--- config.mk ---
export PLATFORM = sky130hd
export DESIGN_NAME = msf_ctrl
export DESIGN_NICKNAME = d
export VERILOG_FILES = /design/src/rtl/msf_pkg.sv /design/src/rtl/msf_ctrl.sv
export SDC_FILE = /design/constraint.sdc
export NUM_CORES = 1
export LEC_CHECK = 0
export ABC_AREA = 0
export CORE_AREA = 2 2 39 41
export DETAILED_ROUTE_END_ITERATION = 6
export DIE_AREA = 0 0 41 43
export DONT_BUFFER_PORTS = 1
export GPL_ROUTABILITY_DRIVEN = 0
export HOLD_SLACK_MARGIN = 0.05
export PLACE_DENSITY = 0.59
export SYNTH_ARGS = -nofsm -noshare
export SYNTH_HDL_FRONTEND = slang
export SYNTH_SLANG_ARGS = --single-unit
--- constraint.sdc ---
create_clock -name clk -period 1.46 [get_ports clk]
set_input_delay 0.073 -clock clk [delete_from_list [all_inputs] [get_ports clk]]
set_output_delay 0.073 -clock clk [all_outputs]
set_load 0.05 [all_outputs]
--- src/rtl/msf_pkg.sv ---
package msf_pkg;

    localparam int DATA_W    = 32;
    localparam int LEN_W     = 7;
    localparam int M_TDATA_W = 40;

    // controller -> datapath
    typedef struct packed {
        logic capture;
        logic srch_cmp;
        logic write;
        logic scan_step;
        logic pred_write;
        logic emit_init;
        logic chain_sel;
        logic chain_step;
        logic out_load;
        logic clear;
    } cmd_t;

    // datapath -> controller
    typedef struct packed {
        logic full;
        logic srch_more;
        logic lo_zero;
        logic cnt_zero;
        logic scan_hit;
        logic scan_empty;
        logic chain_more;
        logic out_taken;
        logic out_final;
    } sts_t;

endpackage

--- src/rtl/msf_ctrl.sv ---
module msf_ctrl (
    input  logic          clk,
    input  logic          rst_n,
    input  logic          in_valid,
    input  logic          in_last,
    output logic          in_ready,
    input  msf_pkg::sts_t sts,
    output msf_pkg::cmd_t cmd
);

    typedef enum logic [3:0] {
        ST_IDLE,
        ST_SRCH_CHK,
        ST_SRCH_CMP,
        ST_WRITE,
        ST_SCAN_ACC,
        ST_PRED_WR,
        ST_EMIT_INIT,
        ST_SCAN_EMIT,
        ST_CHAIN_RD,
        ST_CHAIN_WR,
        ST_OUT_RD,
        ST_OUT_LOAD,
        ST_OUT_WAIT,
        ST_FINISH
    } state_t;

    state_t state_reg;
    state_t state_next;
    logic   last_reg;
    logic   last_next;

    always_comb
    begin
        state_next = state_reg;
        last_next  = last_reg;
        cmd        = '0;
        in_ready   = 1'b0;
        unique case (state_reg)
            ST_IDLE:
            begin
                in_ready = 1'b1;
                if (in_valid)
                begin
                    cmd.capture = 1'b1;
                    last_next   = in_last;
                    if (sts.full)
                    begin
                        state_next = in_last ? ST_EMIT_INIT : ST_IDLE;
                    end
                    else
                    begin
                        state_next = ST_SRCH_CHK;
                    end
                end
            end
            ST_SRCH_CHK:
            begin
                state_next = sts.srch_more ? ST_SRCH_CMP : ST_WRITE;
            end
            ST_SRCH_CMP:
            begin
                cmd.srch_cmp = 1'b1;
                state_next   = ST_SRCH_CHK;
            end
            ST_WRITE:
            begin
                cmd.write  = 1'b1;
                state_next = sts.lo_zero ? ST_PRED_WR : ST_SCAN_ACC;
            end
            ST_SCAN_ACC:
            begin
                cmd.scan_step = 1'b1;
                if (sts.scan_hit || sts.scan_empty)
                begin
                    state_next = ST_PRED_WR;
                end
            end
            ST_PRED_WR:
            begin
                cmd.pred_write = 1'b1;
                state_next     = last_reg ? ST_EMIT_INIT : ST_IDLE;
            end
            ST_EMIT_INIT:
            begin
                cmd.emit_init = 1'b1;
                state_next    = sts.cnt_zero ? ST_FINISH : ST_SCAN_EMIT;
            end
            ST_SCAN_EMIT:
            begin
                cmd.scan_step = 1'b1;
                if (sts.scan_hit)
                begin
                    state_next = ST_CHAIN_RD;
                end
                else if (sts.scan_empty)
                begin
                    state_next = ST_FINISH;
                end
            end
            ST_CHAIN_RD:
            begin
                cmd.chain_sel = 1'b1;
                state_next    = ST_CHAIN_WR;
            end
            ST_CHAIN_WR:
            begin
                cmd.chain_step = 1'b1;
                state_next     = sts.chain_more ? ST_CHAIN_RD : ST_OUT_RD;
            end
            ST_OUT_RD:
            begin
                state_next = ST_OUT_LOAD;
            end
            ST_OUT_LOAD:
            begin
                cmd.out_load = 1'b1;
                state_next   = ST_OUT_WAIT;
            end
            ST_OUT_WAIT:
            begin
                if (sts.out_taken)
                begin
                    state_next = sts.out_final ? ST_FINISH : ST_OUT_RD;
                end
            end
            ST_FINISH:
            begin
                cmd.clear  = 1'b1;
                state_next = ST_IDLE;
            end
            default:
            begin
                state_next = ST_IDLE;
            end
        endcase
    end

    always_ff @(posedge clk or negedge rst_n)
    begin
        if (!rst_n)
        begin
            state_reg <= ST_IDLE;
            last_reg  <= 1'b0;
        end
        else
        begin
            state_reg <= state_next;
            last_reg  <= last_next;
        end
    end

endmodule

==> results.json <==
{
  "syn_area_per_cell_sq_um": 7.49,
  "yosys_warnings": 0,
  "dr.pass1.iters": 4,
  "regArea_sq_um": 130,
  "cp.arrival_ps": 1390,
  "diodes": 0,
  "grt_pass1_vias": 724,
  "slew_violations": 0,
  "path_buf_inv": 2,
  "nets": 126,
  "tritoncts": "yes",
  "clkSinkCount": 5,
  "fillers": 88,
  "dieArea_sq_um": 1760,
  "wl_microns": 1820,
  "multi_input_area_sq_um": 512,
  "clockRootBuffer": "clkbuf_4",
  "port_buffers": 0,
  "ant_nets": 0,
  "required_ps": 1390,
  "crit_chain": "buf_6 -> nor4_4 -> and2_4 -> buf_12",
  "num_rows": 14,
  "finalCriticalPeriod_ps": 1470,
  "drive_gt1_frac": 0.563,
  "worst_slack_ps": -6.11,
  "die_w_microns": 41,
  "slowest_stage": "dfrtp_2",
  "final-setup-viol-count": 1,
  "crit_fanout": 5,
  "cts_buffers": 3,
  "max_cap_violations": 0,
  "syn_area_sq_um": 584,
  "p_per_area_nw_per_um2": 2390,
  "remaining_drc_errors": 0,
  "vias": 713,
  "ios": 24,
  "initial_core_util": 0.422,
  "clk_pin_slew_ps": 50,
  "synth_edf_count": 0,
  "critPathCaptureType": "primary output",
  "layout_commonest_cell": "buf_4",
  "synth_cell_types": 35,
  "outcome": "finished with violations",
  "syn_to_final_growth_pct": 93.1,
  "hold_ws_ps": 111,
  "grt_pass1_wl_microns": 2990,
  "fin_util": 0.816,
  "slew_headroom": 0.781,
  "irDropWorstVdd_mv": 1.33,
  "synth_fp_nets": 91,
  "worstMarginPinSlew_ps": 327,
  "cp-start-kind": "flip-flop",
  "antenna_found_initial": 0,
  "timing.reg2reg.setup_slack_ps": 20,
  "rsz0062_at_grt": "yes",
  "yosysSeqAreaShare": 0.214,
  "ys_ff_latch": 5,
  "dp_hpwl_microns": 1250,
  "stdcell_area_sq_um": 1130,
  "tns_ps": -6.11,
  "skew_ps": 6.88,
  "wl_per_cell_microns": 14.2,
  "violations": "setup timing",
  "layout_common_cells": "buf_4 (16), buf_12 (9), nand2_1 (8)",
  "clkLatencyLatePin_ps": 250,
  "synth_cells": 78,
  "largest_reg_flops": 4,
  "grt_overflow": 0,
  "fin_cells": 128,
  "max_freq_ghz": 0.682,
  "drt_iter0_markers": 32,
  "dpl_cell_area_sq_um": 905,
  "hp-class": "in -> reg",
  "post-place-ws_ps": 24.3,
  "clock_path_buffers": 2,
  "dp.cells": 109,
  "die_height_microns": 43,
  "critPathMaxStageDelay_ps": 440,
  "cellLeakagePower_nw": 0.472,
  "core_area_sq_um": 1380,
  "grt_max_degree": 15,
  "fin_crit_sh": 1.00,
  "synthFlopType": "dfrtp_1",
  "hold_viol": 0,
  "cpLargestDelayFamily": "flip-flops",
  "total_power_mw": 2.70,
  "crit_type": "reg -> out",
  "htreeDepth": 1,
  "async_flop_share": 1.00,
  "vias_per_cell": 5.57,
  "grt.total_usage": 0.247
}
## routing by layer
layer / up-vias / wire (microns) / GRT usage
met4: 0 / 50 / 0.147
met3: 6 / 114 / 0.0681
met2: 31 / 911 / 0.391
met1: 327 / 747 / 0.277
li1: 349 / - / -
met5: - / 0 / 0
## path summary, 6_finish.rpt
| path | start | cells after the start | endpoint |
|---|---|---|---|
| setup / recovery | state_reg[2] | 4 | cmd[9] |
| setup reg to reg | state_reg[1] | 6 | state_reg[0] |
| max in group asynchronous | rst_n | 1 | state_reg[0] |
| hold / removal | sts[2] | 3 | state_reg[1] |
| hold reg to reg | last_reg | 2 | last_reg |
| min in group asynchronous | rst_n | 1 | state_reg[2] |
## synth_stat cells, types with 2 or more instances
cell type / instances / area, sq um
nand2_1: 10 / 37.5
o21ai_0: 3 / 15.0
dfrtp_1: 5 / 125
nand2b_1: 6 / 37.5
mux2i_1: 2 / 20.0
buf_6: 2 / 22.5
nor2_1: 11 / 41.3
buf_2: 2 / 10.0
o31ai_1: 2 / 15.0
inv_1: 2 / 7.51
buf_4: 2 / 15.0
a21o_1: 2 / 15.0
a31oi_1: 3 / 18.8
nor3_1: 2 / 10.0
a21oi_1: 4 / 20.0
## worst min-delay path, cell delays in order
cell and delay, ps:
o31ai_1 60, nor2_1 140, nor3_2 60
## area by class of cell
class                           instances  area share
Multi-Input combinational cell         63       0.453
Clock buffer                            4      0.0233
Timing Repair Buffer                   37       0.380
Sequential cell                         5       0.115
Tap cell                               16      0.0177
Inverter                                3     0.00998
## repair_timing
item                                    4_1_cts  5_1_grt
hold endpoints to repair                      7        0
endpoints found under the setup margin       11       12
resized for setup                            14       12
hold buffers                                  3        0
pin swaps                                     4        4
setup buffers                                 8        4
## power breakdown
group	internal, mW	switching (mW)
combinational	1.10	1.10
sequential	0.217	0.120
clock	0.104	0.0631
total	1.42	1.28
## logic make-up after synthesis
logic type / synth area share
AOI/OAI and AO/OA: 0.276
and+or+nand+nor: 0.368
muxes: 0.0343
buffers and inverters: 0.107
DFF: 0.214
No activity file was read; power rests on OpenSTA's default activity.
